$ cat src/rate_gyro_angle_integrator_macros.svh
// Assertion macros for the rate gyro angle integrator.
// Used by the top level; expects clk and arst_n in scope.
`ifndef RATE_GYRO_ANGLE_INTEGRATOR_MACROS_SVH
`define RATE_GYRO_ANGLE_INTEGRATOR_MACROS_SVH

// Same-cycle implication, checked outside reset.
`define RGAI_ASSERT_NOW(label, ante, cons, msg) \
	label: assert property (@(posedge clk) disable iff (!arst_n) (ante) |-> (cons)) \
		else $error(msg);

// Next-cycle implication, checked outside reset.
`define RGAI_ASSERT_NEXT(label, ante, cons, msg) \
	label: assert property (@(posedge clk) disable iff (!arst_n) (ante) |=> (cons)) \
		else $error(msg);

`endif

$ cat src/rgai_pkg.sv
// Package for the rate gyro angle integrator: field widths, command and
// register codes, and derived arithmetic constants. No dependencies.
package rgai_pkg;

	// Field widths.
	localparam int SAMPLE_W = 12;
	localparam int TICK_W   = 32;
	localparam int GAIN_W   = 32;
	localparam int DBAND_W  = 12;
	localparam int ANGLE_W  = 33;

	// Calibration.
	localparam int ADC_BITS    = SAMPLE_W;
	localparam int CAL_SAMPLES = 100;
	localparam int CAL_W       = $clog2(CAL_SAMPLES + 1);
	localparam int SUM_W       = ADC_BITS + CAL_W;
	localparam int FRAC_W      = 8;
	localparam int ZERO_W      = ADC_BITS + FRAC_W;
	localparam int DIVD_W      = SUM_W + FRAC_W;

	// Serial multiplier: |rate| * dt, then that product * gain.
	localparam int RATE_W   = ADC_BITS;
	localparam int DT_W     = 16;
	localparam int MCAND_W  = RATE_W + DT_W;
	localparam int PROD_W   = MCAND_W + GAIN_W;
	localparam int P1_LO    = GAIN_W - RATE_W;
	localparam int MAG_SH   = 8;
	localparam int ACC_W    = ANGLE_W + 2;
	localparam int CNT_MAX  = (GAIN_W > DIVD_W) ? GAIN_W : DIVD_W;
	localparam int CNT_W    = $clog2(CNT_MAX);

	// 360 degrees in Q9.24.
	localparam logic [ANGLE_W-1:0] FULL_TURN = ANGLE_W'(360) << 24;

	// Commands.
	typedef enum logic [1:0] {
		CMD_CAL     = 2'd0,
		CMD_MEASURE = 2'd1,
		CMD_CLEAR   = 2'd2
	} cmd_t;

	// Configuration register indexes.
	localparam int CFG_IDX_W = 1;
	typedef enum logic [CFG_IDX_W-1:0] {
		REG_DEAD_BAND = 1'b0,
		REG_RATE_GAIN = 1'b1
	} reg_idx_t;

endpackage

$ cat src/rgai_item_if.sv
// Input item channel of the rate gyro angle integrator.
// Depends on rgai_pkg.
interface rgai_item_if;
	import rgai_pkg::*;

	logic                valid;
	logic                ready;
	logic [1:0]          cmd;
	logic [SAMPLE_W-1:0] sample;
	logic [TICK_W-1:0]   tick_ms;

	modport source(output valid, cmd, sample, tick_ms, input ready);
	modport sink(input valid, cmd, sample, tick_ms, output ready);
endinterface

$ cat src/rgai_result_if.sv
// Result item channel of the rate gyro angle integrator.
// Depends on rgai_pkg.
interface rgai_result_if;
	import rgai_pkg::*;

	logic               valid;
	logic               ready;
	logic [ANGLE_W-1:0] angle;
	logic               calibrated;

	modport source(output valid, angle, calibrated, input ready);
	modport sink(input valid, angle, calibrated, output ready);
endinterface

$ cat src/rgai_cfg_if.sv
// Configuration write channel of the rate gyro angle integrator.
// Depends on rgai_pkg.
interface rgai_cfg_if;
	import rgai_pkg::*;

	logic                 valid;
	logic                 ready;
	logic [CFG_IDX_W-1:0] index;
	logic [GAIN_W-1:0]    data;

	modport source(output valid, index, data, input ready);
	modport sink(input valid, index, data, output ready);
endinterface

$ cat src/rate_gyro_angle_integrator.sv
// Rate gyro angle integrator top level; uses rgai_pkg, the three channel interfaces
// and rate_gyro_angle_integrator_macros.svh.
// A measure item runs two bit-serial multiply passes and the calibrate item that
// completes the set runs a bit-serial divide; other items need neither.
// One item is in flight at a time; the next can be taken in the cycle after its result is staged.
// arst_n returns the sequencer to idle and clears all other registers to zero; the output register is one deep.
module rate_gyro_angle_integrator (
	input  logic clk,
	input  logic arst_n,
	rgai_item_if.sink   item,
	rgai_result_if.source result,
	rgai_cfg_if.sink    cfg
);
	import rgai_pkg::*;

	`include "rate_gyro_angle_integrator_macros.svh"

	typedef enum logic [7:0] {
		ST_IDLE = 8'b0000_0001,
		ST_PREP = 8'b0000_0010,
		ST_MUL1 = 8'b0000_0100,
		ST_MUL2 = 8'b0000_1000,
		ST_ACC  = 8'b0001_0000,
		ST_WRAP = 8'b0010_0000,
		ST_DIV  = 8'b0100_0000,
		ST_DONE = 8'b1000_0000
	} state_t;

	state_t              state_q;
	logic [DBAND_W-1:0]  dead_band_q;
	logic [GAIN_W-1:0]   rate_gain_q;
	logic [1:0]          cmd_q;
	logic [SAMPLE_W-1:0] smp_q;
	logic [TICK_W-1:0]   tick_q;
	logic [SUM_W-1:0]    cal_sum_q;
	logic [CAL_W-1:0]    cal_count_q;
	logic [ZERO_W-1:0]   zero_q;
	logic [TICK_W-1:0]   prev_tick_q;
	logic [ANGLE_W-1:0]  angle_q;
	logic [PROD_W-1:0]   prod_q;
	logic [MCAND_W-1:0]  mcand_q;
	logic                neg_q;
	logic [CNT_W-1:0]    cnt_q;
	logic [ACC_W-1:0]    sum_q;
	logic [DIVD_W-1:0]   divd_q;
	logic [CAL_W-1:0]    rem_q;
	logic                out_valid_q;
	logic [ANGLE_W-1:0]  out_angle_q;
	logic                out_cal_q;

	// Handshakes.
	assign item.ready = (state_q == ST_IDLE);
	assign cfg.ready  = 1'b1;
	assign result.valid      = out_valid_q;
	assign result.angle      = out_angle_q;
	assign result.calibrated = out_cal_q;

	// The result is staged once the output register is free.
	logic stage_out;
	assign stage_out = (state_q == ST_DONE) && (!out_valid_q || result.ready);

	logic is_cal;
	assign is_cal = (cal_count_q == CAL_W'(CAL_SAMPLES));

	// Rate from sample and zero offset, with the dead band.
	logic [SAMPLE_W:0]   diff;
	logic [SAMPLE_W-1:0] adiff;
	logic                in_band;
	logic [ZERO_W:0]     fine;
	logic [ZERO_W-1:0]   afine;
	logic [RATE_W-1:0]   rate_mag;
	always_comb begin
		diff     = {1'b0, smp_q} - {1'b0, zero_q[ZERO_W-1:FRAC_W]};
		adiff    = diff[SAMPLE_W] ? SAMPLE_W'(-diff) : diff[SAMPLE_W-1:0];
		in_band  = (adiff <= dead_band_q);
		fine     = {1'b0, smp_q, FRAC_W'(0)} - {1'b0, zero_q};
		afine    = fine[ZERO_W] ? ZERO_W'(-fine) : fine[ZERO_W-1:0];
		rate_mag = in_band ? '0 : afine[ZERO_W-1:FRAC_W];
	end

	// Elapsed ticks, saturated.
	logic [TICK_W-1:0] dtick;
	logic [DT_W-1:0]   dt;
	always_comb begin
		dtick = tick_q - prev_tick_q;
		dt    = (dtick[TICK_W-1:DT_W] != '0) ? '1 : dtick[DT_W-1:0];
	end

	// Calibration sum and count after this sample.
	logic [SUM_W-1:0] sum_nxt;
	logic [CAL_W-1:0] count_nxt;
	assign sum_nxt   = cal_sum_q + SUM_W'(smp_q);
	assign count_nxt = cal_count_q + 1'b1;

	// One step of the shift-add multiplier: add at the top, shift right.
	logic [MCAND_W:0]  part;
	logic [PROD_W-1:0] prod_nxt;
	always_comb begin
		part     = {1'b0, prod_q[PROD_W-1:GAIN_W]} + (prod_q[0] ? {1'b0, mcand_q} : '0);
		prod_nxt = {part, prod_q[GAIN_W-1:1]};
	end

	// Magnitude shifted and clamped below a full turn; signed sum with the angle.
	logic [ANGLE_W-1:0] mag;
	logic [ACC_W-1:0]   sum_d;
	always_comb begin
		if ((prod_q[PROD_W-1:MAG_SH+ANGLE_W] != '0) ||
		    (prod_q[MAG_SH+ANGLE_W-1:MAG_SH] > FULL_TURN - 1'b1)) begin
			mag = FULL_TURN - 1'b1;
		end else begin
			mag = prod_q[MAG_SH+ANGLE_W-1:MAG_SH];
		end
		if (neg_q) begin
			sum_d = {2'b00, angle_q} - {2'b00, mag};
		end else begin
			sum_d = {2'b00, angle_q} + {2'b00, mag};
		end
	end

	// One step of the restoring divider by the sample count.
	logic [CAL_W:0]    trial;
	logic              q_bit;
	logic [DIVD_W-1:0] divd_nxt;
	always_comb begin
		trial    = {rem_q, divd_q[DIVD_W-1]};
		q_bit    = (trial >= (CAL_W + 1)'(CAL_SAMPLES));
		divd_nxt = {divd_q[DIVD_W-2:0], q_bit};
	end

	// Configuration registers.
	always_ff @(posedge clk or negedge arst_n) begin
		if (!arst_n) begin
			dead_band_q <= '0;
			rate_gain_q <= '0;
		end else if (cfg.valid) begin
			unique case (cfg.index)
				REG_DEAD_BAND: dead_band_q <= cfg.data[DBAND_W-1:0];
				REG_RATE_GAIN: rate_gain_q <= cfg.data;
				default: ;
			endcase
		end
	end

	// Sequencer, state and datapath registers.
	always_ff @(posedge clk or negedge arst_n) begin
		if (!arst_n) begin
			state_q     <= ST_IDLE;
			cmd_q       <= '0;
			smp_q       <= '0;
			tick_q      <= '0;
			cal_sum_q   <= '0;
			cal_count_q <= '0;
			zero_q      <= '0;
			prev_tick_q <= '0;
			angle_q     <= '0;
			prod_q      <= '0;
			mcand_q     <= '0;
			neg_q       <= 1'b0;
			cnt_q       <= '0;
			sum_q       <= '0;
			divd_q      <= '0;
			rem_q       <= '0;
			out_valid_q <= 1'b0;
			out_angle_q <= '0;
			out_cal_q   <= 1'b0;
		end else begin
			// Output register: load a new result, or empty it when taken.
			if (stage_out) begin
				out_valid_q <= 1'b1;
			end else if (result.ready) begin
				out_valid_q <= 1'b0;
			end
			unique case (state_q)
				ST_IDLE: begin
					if (item.valid) begin
						cmd_q   <= item.cmd;
						smp_q   <= item.sample;
						tick_q  <= item.tick_ms;
						state_q <= ST_PREP;
					end
				end
				ST_PREP: begin
					unique case (cmd_q)
						CMD_CAL: begin
							if (!is_cal) begin
								cal_sum_q   <= sum_nxt;
								cal_count_q <= count_nxt;
								if (count_nxt == CAL_W'(CAL_SAMPLES)) begin
									angle_q <= '0;
									divd_q  <= {sum_nxt, FRAC_W'(0)};
									rem_q   <= '0;
									cnt_q   <= '0;
									state_q <= ST_DIV;
								end else begin
									state_q <= ST_DONE;
								end
							end else begin
								state_q <= ST_DONE;
							end
						end
						CMD_MEASURE: begin
							prev_tick_q <= tick_q;
							prod_q      <= PROD_W'(rate_mag);
							mcand_q     <= MCAND_W'(dt);
							neg_q       <= fine[ZERO_W];
							cnt_q       <= '0;
							state_q     <= ST_MUL1;
						end
						CMD_CLEAR: begin
							angle_q <= '0;
							state_q <= ST_DONE;
						end
						default: state_q <= ST_DONE;
					endcase
				end
				ST_MUL1: begin
					if (cnt_q == CNT_W'(RATE_W - 1)) begin
						mcand_q <= prod_nxt[P1_LO+MCAND_W-1:P1_LO];
						prod_q  <= PROD_W'(rate_gain_q);
						cnt_q   <= '0;
						state_q <= ST_MUL2;
					end else begin
						prod_q <= prod_nxt;
						cnt_q  <= cnt_q + 1'b1;
					end
				end
				ST_MUL2: begin
					prod_q <= prod_nxt;
					cnt_q  <= cnt_q + 1'b1;
					if (cnt_q == CNT_W'(GAIN_W - 1)) begin
						state_q <= ST_ACC;
					end
				end
				ST_ACC: begin
					sum_q   <= sum_d;
					state_q <= ST_WRAP;
				end
				ST_WRAP: begin
					// Below zero adds a turn, above a full turn drops one.
					if (sum_q[ACC_W-1]) begin
						angle_q <= sum_q[ANGLE_W-1:0] + FULL_TURN;
					end else if (sum_q > {2'b00, FULL_TURN}) begin
						angle_q <= sum_q[ANGLE_W-1:0] - FULL_TURN;
					end else begin
						angle_q <= sum_q[ANGLE_W-1:0];
					end
					state_q <= ST_DONE;
				end
				ST_DIV: begin
					divd_q <= divd_nxt;
					rem_q  <= q_bit ? CAL_W'(trial - (CAL_W + 1)'(CAL_SAMPLES))
					                : trial[CAL_W-1:0];
					cnt_q  <= cnt_q + 1'b1;
					if (cnt_q == CNT_W'(DIVD_W - 1)) begin
						zero_q  <= divd_nxt[ZERO_W-1:0];
						state_q <= ST_DONE;
					end
				end
				ST_DONE: begin
					// Stage the result once the output register is free.
					if (stage_out) begin
						out_angle_q <= angle_q;
						out_cal_q   <= is_cal;
						state_q     <= ST_IDLE;
					end
				end
				default: state_q <= ST_IDLE;
			endcase
		end
	end

	// Checks on the angle range, calibration and the divide pass.
	`RGAI_ASSERT_NOW(a_angle_range, out_valid_q, out_angle_q <= FULL_TURN, "angle above full turn")
	`RGAI_ASSERT_NEXT(a_cal_sticky, is_cal, is_cal, "calibration lost")
	`RGAI_ASSERT_NOW(a_div_cal, state_q == ST_DIV, is_cal && angle_q == '0, "divide without full calibration")

endmodule

$ cat src/flat_wrapper.sv
// flat-port wrapper written by rule: the top's interface ports become plain ports
module rate_gyro_angle_integrator_flat import rgai_pkg::*;
  (clk, arst_n, item_valid, item_cmd, item_sample, item_tick_ms, item_ready, result_valid, result_angle, result_calibrated, result_ready, cfg_valid, cfg_index, cfg_data, cfg_ready);
  rgai_item_if item_i ();
  rgai_result_if result_i ();
  rgai_cfg_if cfg_i ();
  input  logic clk;
  input  logic arst_n;
  input wire logic [$bits(item_i.valid)-1:0] item_valid;
  input wire logic [$bits(item_i.cmd)-1:0] item_cmd;
  input wire logic [$bits(item_i.sample)-1:0] item_sample;
  input wire logic [$bits(item_i.tick_ms)-1:0] item_tick_ms;
  output wire logic [$bits(item_i.ready)-1:0] item_ready;
  output wire logic [$bits(result_i.valid)-1:0] result_valid;
  output wire logic [$bits(result_i.angle)-1:0] result_angle;
  output wire logic [$bits(result_i.calibrated)-1:0] result_calibrated;
  input wire logic [$bits(result_i.ready)-1:0] result_ready;
  input wire logic [$bits(cfg_i.valid)-1:0] cfg_valid;
  input wire logic [$bits(cfg_i.index)-1:0] cfg_index;
  input wire logic [$bits(cfg_i.data)-1:0] cfg_data;
  output wire logic [$bits(cfg_i.ready)-1:0] cfg_ready;
  assign item_i.valid = item_valid;
  assign item_i.cmd = item_cmd;
  assign item_i.sample = item_sample;
  assign item_i.tick_ms = item_tick_ms;
  assign item_ready = item_i.ready;
  assign result_valid = result_i.valid;
  assign result_angle = result_i.angle;
  assign result_calibrated = result_i.calibrated;
  assign result_i.ready = result_ready;
  assign cfg_i.valid = cfg_valid;
  assign cfg_i.index = cfg_index;
  assign cfg_i.data = cfg_data;
  assign cfg_ready = cfg_i.ready;
  rate_gyro_angle_integrator u_core (.clk(clk), .arst_n(arst_n), .item(item_i), .result(result_i), .cfg(cfg_i));
endmodule
$ cat config.mk
export PLATFORM = sky130hd
export DESIGN_NAME = rate_gyro_angle_integrator_flat
export DESIGN_NICKNAME = d
export VERILOG_FILES = /design/src/rgai_pkg.sv /design/src/rgai_item_if.sv /design/src/rgai_result_if.sv /design/src/rgai_cfg_if.sv /design/src/rate_gyro_angle_integrator.sv /design/src/flat_wrapper.sv
export VERILOG_INCLUDE_DIRS = /design/src /design/src/src
export SDC_FILE = /design/constraint.sdc
export NUM_CORES = 1
export LEC_CHECK = 0
export BUFFER_PORTS_ARGS = -buffer_cell sky130_fd_sc_hd__buf_4
export CAP_MARGIN = 0
export CORE_UTILIZATION = 60
export CTS_CLUSTER_SIZE = 40
export DETAILED_ROUTE_END_ITERATION = 10
export PLACE_DENSITY = 0.78
export SLEW_MARGIN = 20
export SYNTH_ARGS = -nofsm -noshare
export SYNTH_HDL_FRONTEND = slang
export SYNTH_SLANG_ARGS = --single-unit
$ cat constraint.sdc
create_clock -name clk -period 6.4 [get_ports clk]
set_clock_uncertainty 0.15 [all_clocks]
set_input_delay 0.32 -clock clk [delete_from_list [all_inputs] [get_ports clk]]
set_output_delay 0.32 -clock clk [all_outputs]
set_load 0.02 [all_outputs]
==> key figures <==
Yosys
  – Syn. warnings: 0
  – Number of synthesized flops with an enable pin: 0
  – Syn Std Cell Area: between 0.02 and 0.03 mm²
  – Main synth FF type: dfrtp_1
  – Sequential area share after synthesis: 0.402
  – Syn Inst Count: ~2700
  – Flops & latches, synth: a little over 400
  – Post-synth top area cell: dfrtp_1
  – Post-Syn Nets: 2920
  – Average size of a mapped cell: 9.55 µm²
  – Synth top area share: 0.400
  – Fraction of registers with async set or reset after synthesis: 1.00
  – Netlist cell types: between 90 and 100
  – Top cells by area, synth: dfrtp_1 (40%), ha_1 (8.6%), mux2_2 (6.9%)

Global routing
  – Vias in the first global route: 20600
  – Grt ovf: 0
  – Global-route met2 utilization: 0.510
  – Total Routing Usage GR: 0.300
  – Initial antenna violation count: 0
  – Largest net degree at the start of global routing: between 150 and 200
  – Most used routing layer: met2
  – First-pass GRT wire length: 106000 µm
  – GRT met1 Usage: 0.401
  – Global Route met3 Usage: 0.0359

Die
  – IO Pins: 121
  – Die Y: 208 µm
  – Core Footprint: 0.0413 mm²
  – Starting Density: 0.614
  – Die Wd: approximately 210 µm
  – # rows: 74
  – Die Area: approximately 0.043 mm²

Pwr
  – Leak Pwr: 13.6 nW
  – Peak VDD IR: about 0.42 mV
  – Power, Total: 15.0 mW
  – Power density over the cells: roughly 520 mW/mm²

Clocking
  – CTS Buf Count: 44
  – H-tree Lvls: 2
  – TritonCTS clock tree: yes
  – CTS sink cnt: 407
  – Worst-path clk slew: 60 ps
  – Clk_lat worst skew: 580 ps
  – Clock root cell: clkbuf_16
  – Clock buffer depth: 3

Critical path
  – CP arrival: roughly 5500 ps
  – Kind of critical path: flip-flop to flip-flop
  – CP Capture Type: flip-flop
  – Critical Path Fanout Max: 31
  – CP Data Required Time: 6690 ps
  – Critical path launch point type: flip-flop

Finish
  – Fill count: 3182
  – Fin nets: 3063
  – Most common cell after layout, fill and taps aside: dfrtp_1
  – Area grow syn2layout: 13.5%
  – Layout cells sized above 1: 0.154
  – Ant diodes: 0
  – Most frequent cells in the layout: dfrtp_1 (406), nand2_1 (211), o21ai_0 (200)
  – Design area: 0.0288 mm²

Placement
  – Post-Place Cell Area: 0.0266 mm²
  – Gp weighted congestion: 0.925
  – Port bufs: 119
  – HPWL Detailed: 44800 µm

STA
  – Crit path time final: 5210 ps
  – Fmax: 192 MHz
  – Worst slew pin tran: 1120 ps
  – Period utilisation layout: 0.814
  – Final hold violation count: 0
  – TNS Setup: 0 ps
  – Max-slew violations: 0
  – Hold slack: 112 ps
  – RSZ-0062 raised after global routing: no
  – Final setup vio count: 0
  – Rel. slew slack: 0.253

Route
  – DRT antenna net count: 0
  – Drt wl/cell: 19.2 µm
  – Via count: 20700
  – DR pass1 iterations: 8
  – Post-DR vias/cell: 6.17
  – Drt total wl: 64400 µm
  – Starting DRT DRC Count: 1766
  – # DRC: 0

Outcome
  – Status: finished clean

Flow run
  – Max Cap Viol: 0

Min path
  – Worst min-delay path category: input port to flip-flop
[final timing paths]
path | startpoint | endpoint | slack, ps | depth (start not counted)
max in group asynchronous | arst_n | u_core.tick_q[16] | 4510 | 3
min in group asynchronous | arst_n | u_core.rate_gain_q[17] | 180 | 2
setup reg to reg | u_core.prod_q[46] | u_core.sum_q[31] | 1190 | 16
hold / removal | cfg_index | u_core.dead_band_q[4] | 110 | 4
setup / recovery | u_core.prod_q[46] | u_core.sum_q[31] | 1190 | 16
hold reg to reg | u_core.cal_count_q[6] | u_core.cal_count_q[6] | 330 | 1
[layer usage]
metal  routed length [µm]  up-vias
li1                     -     9816
met1                28300    10100
met2                31200      656
met3                 3340      111
met4                 1500        0
met5                    0        -
[flip-flops by register name, indices dropped and copies added, names as in the netlist, 2 cells and up]
name and flops:
u_core.sum_q 35, u_core.angle_q 33, u_core.cnt_q 5, u_core.prod_q 60
u_core.prev_tick_q 32, u_core.cal_count_q 7, u_core.rem_q 7, u_core.cal_sum_q 19
u_core.result.angle 33, u_core.mcand_q 28, u_core.zero_q 20, u_core.state_q 8
u_core.dead_band_q 12, u_core.tick_q 32, u_core.rate_gain_q 32, u_core.smp_q 12
u_core.divd_q 27, u_core.cmd_q 2
[synthesized netlist by cell type, drive strengths merged, types with 22 or more instances]
library cell and number:
a31oi 30, nor2 147, o21ai 214, or2 39, nand4 22, o21bai 24, nand2b 23, nand3 39
and2 38, a21oi 173, dfrtp 406, inv 179, nand2 211, nor4 26, mux2 161, a222oi 31
xnor2 105, or3 33, nor3 40, ha 174, a21o 57, a22o 59, clkbuf 106, xor2 52
[power by group]
part           switching [mW]  internal, mW
clock                    1.06          1.42
combinational            5.18          3.71
sequential              0.492          3.17
[area by class of cell]
cell class,instances,area (µm²),share of cell area
multi-input combinational,1945,14000,0.485
clock buffer,61,1270,0.0440
inverter,179,672,0.0233
timing repair buffer,222,1910,0.0663
clock inverter,15,116,0.00404
sequential,407,10200,0.354
tap,532,666,0.0231
[cells by family (layout without fill, tap and decap cells)]
family | Yosys count | in the layout | share of synthesized area
AND/OR/NAND/NOR | 696 | 696 | 0.138
other | 1 | 1 | 0.000148
AO/OA/AOI/OAI | 744 | 744 | 0.192
flip-flops | 407 | 407 | 0.402
buffers and inverters | 304 | 477 | 0.0493
multiplexers | 167 | 167 | 0.0738
adder cells (fa/ha/maj) | 180 | 180 | 0.0906
XOR/XNOR | 157 | 157 | 0.0545
[metrics by stage]
stage,utilization,cells,setup WS [ps]
after global placement,0.644,3203,1460
after floorplan,-,2656,1820
after global routing,0.697,3361,837
after CTS,0.697,3360,1200
final,0.697,3361,1190
after detailed placement,0.644,3203,1240
[worst max-delay path: stages (launching register included)]
cell	delay (ps)
dfrtp_1	400
nor4_1	420
and4_1	280
nand3_1	80
buf_4	280
or2_2	330
ha_1	420
nor4_2	440
nand3_1	160
or3_1	320
a21oi_1	260
o21ai_1	180
a2111oi_0	590
o22ai_1	260
o221ai_1	300
xnor2_1	150
o21ai_1	70
[timing repair]
action | in CTS | in global routing
setup buffers | 0 | 0
gates resized for setup | 0 | 0
hold endpoints to repair | 168 | 0
hold buffers | 81 | 0
No activity file was read; power rests on OpenSTA's default activity.
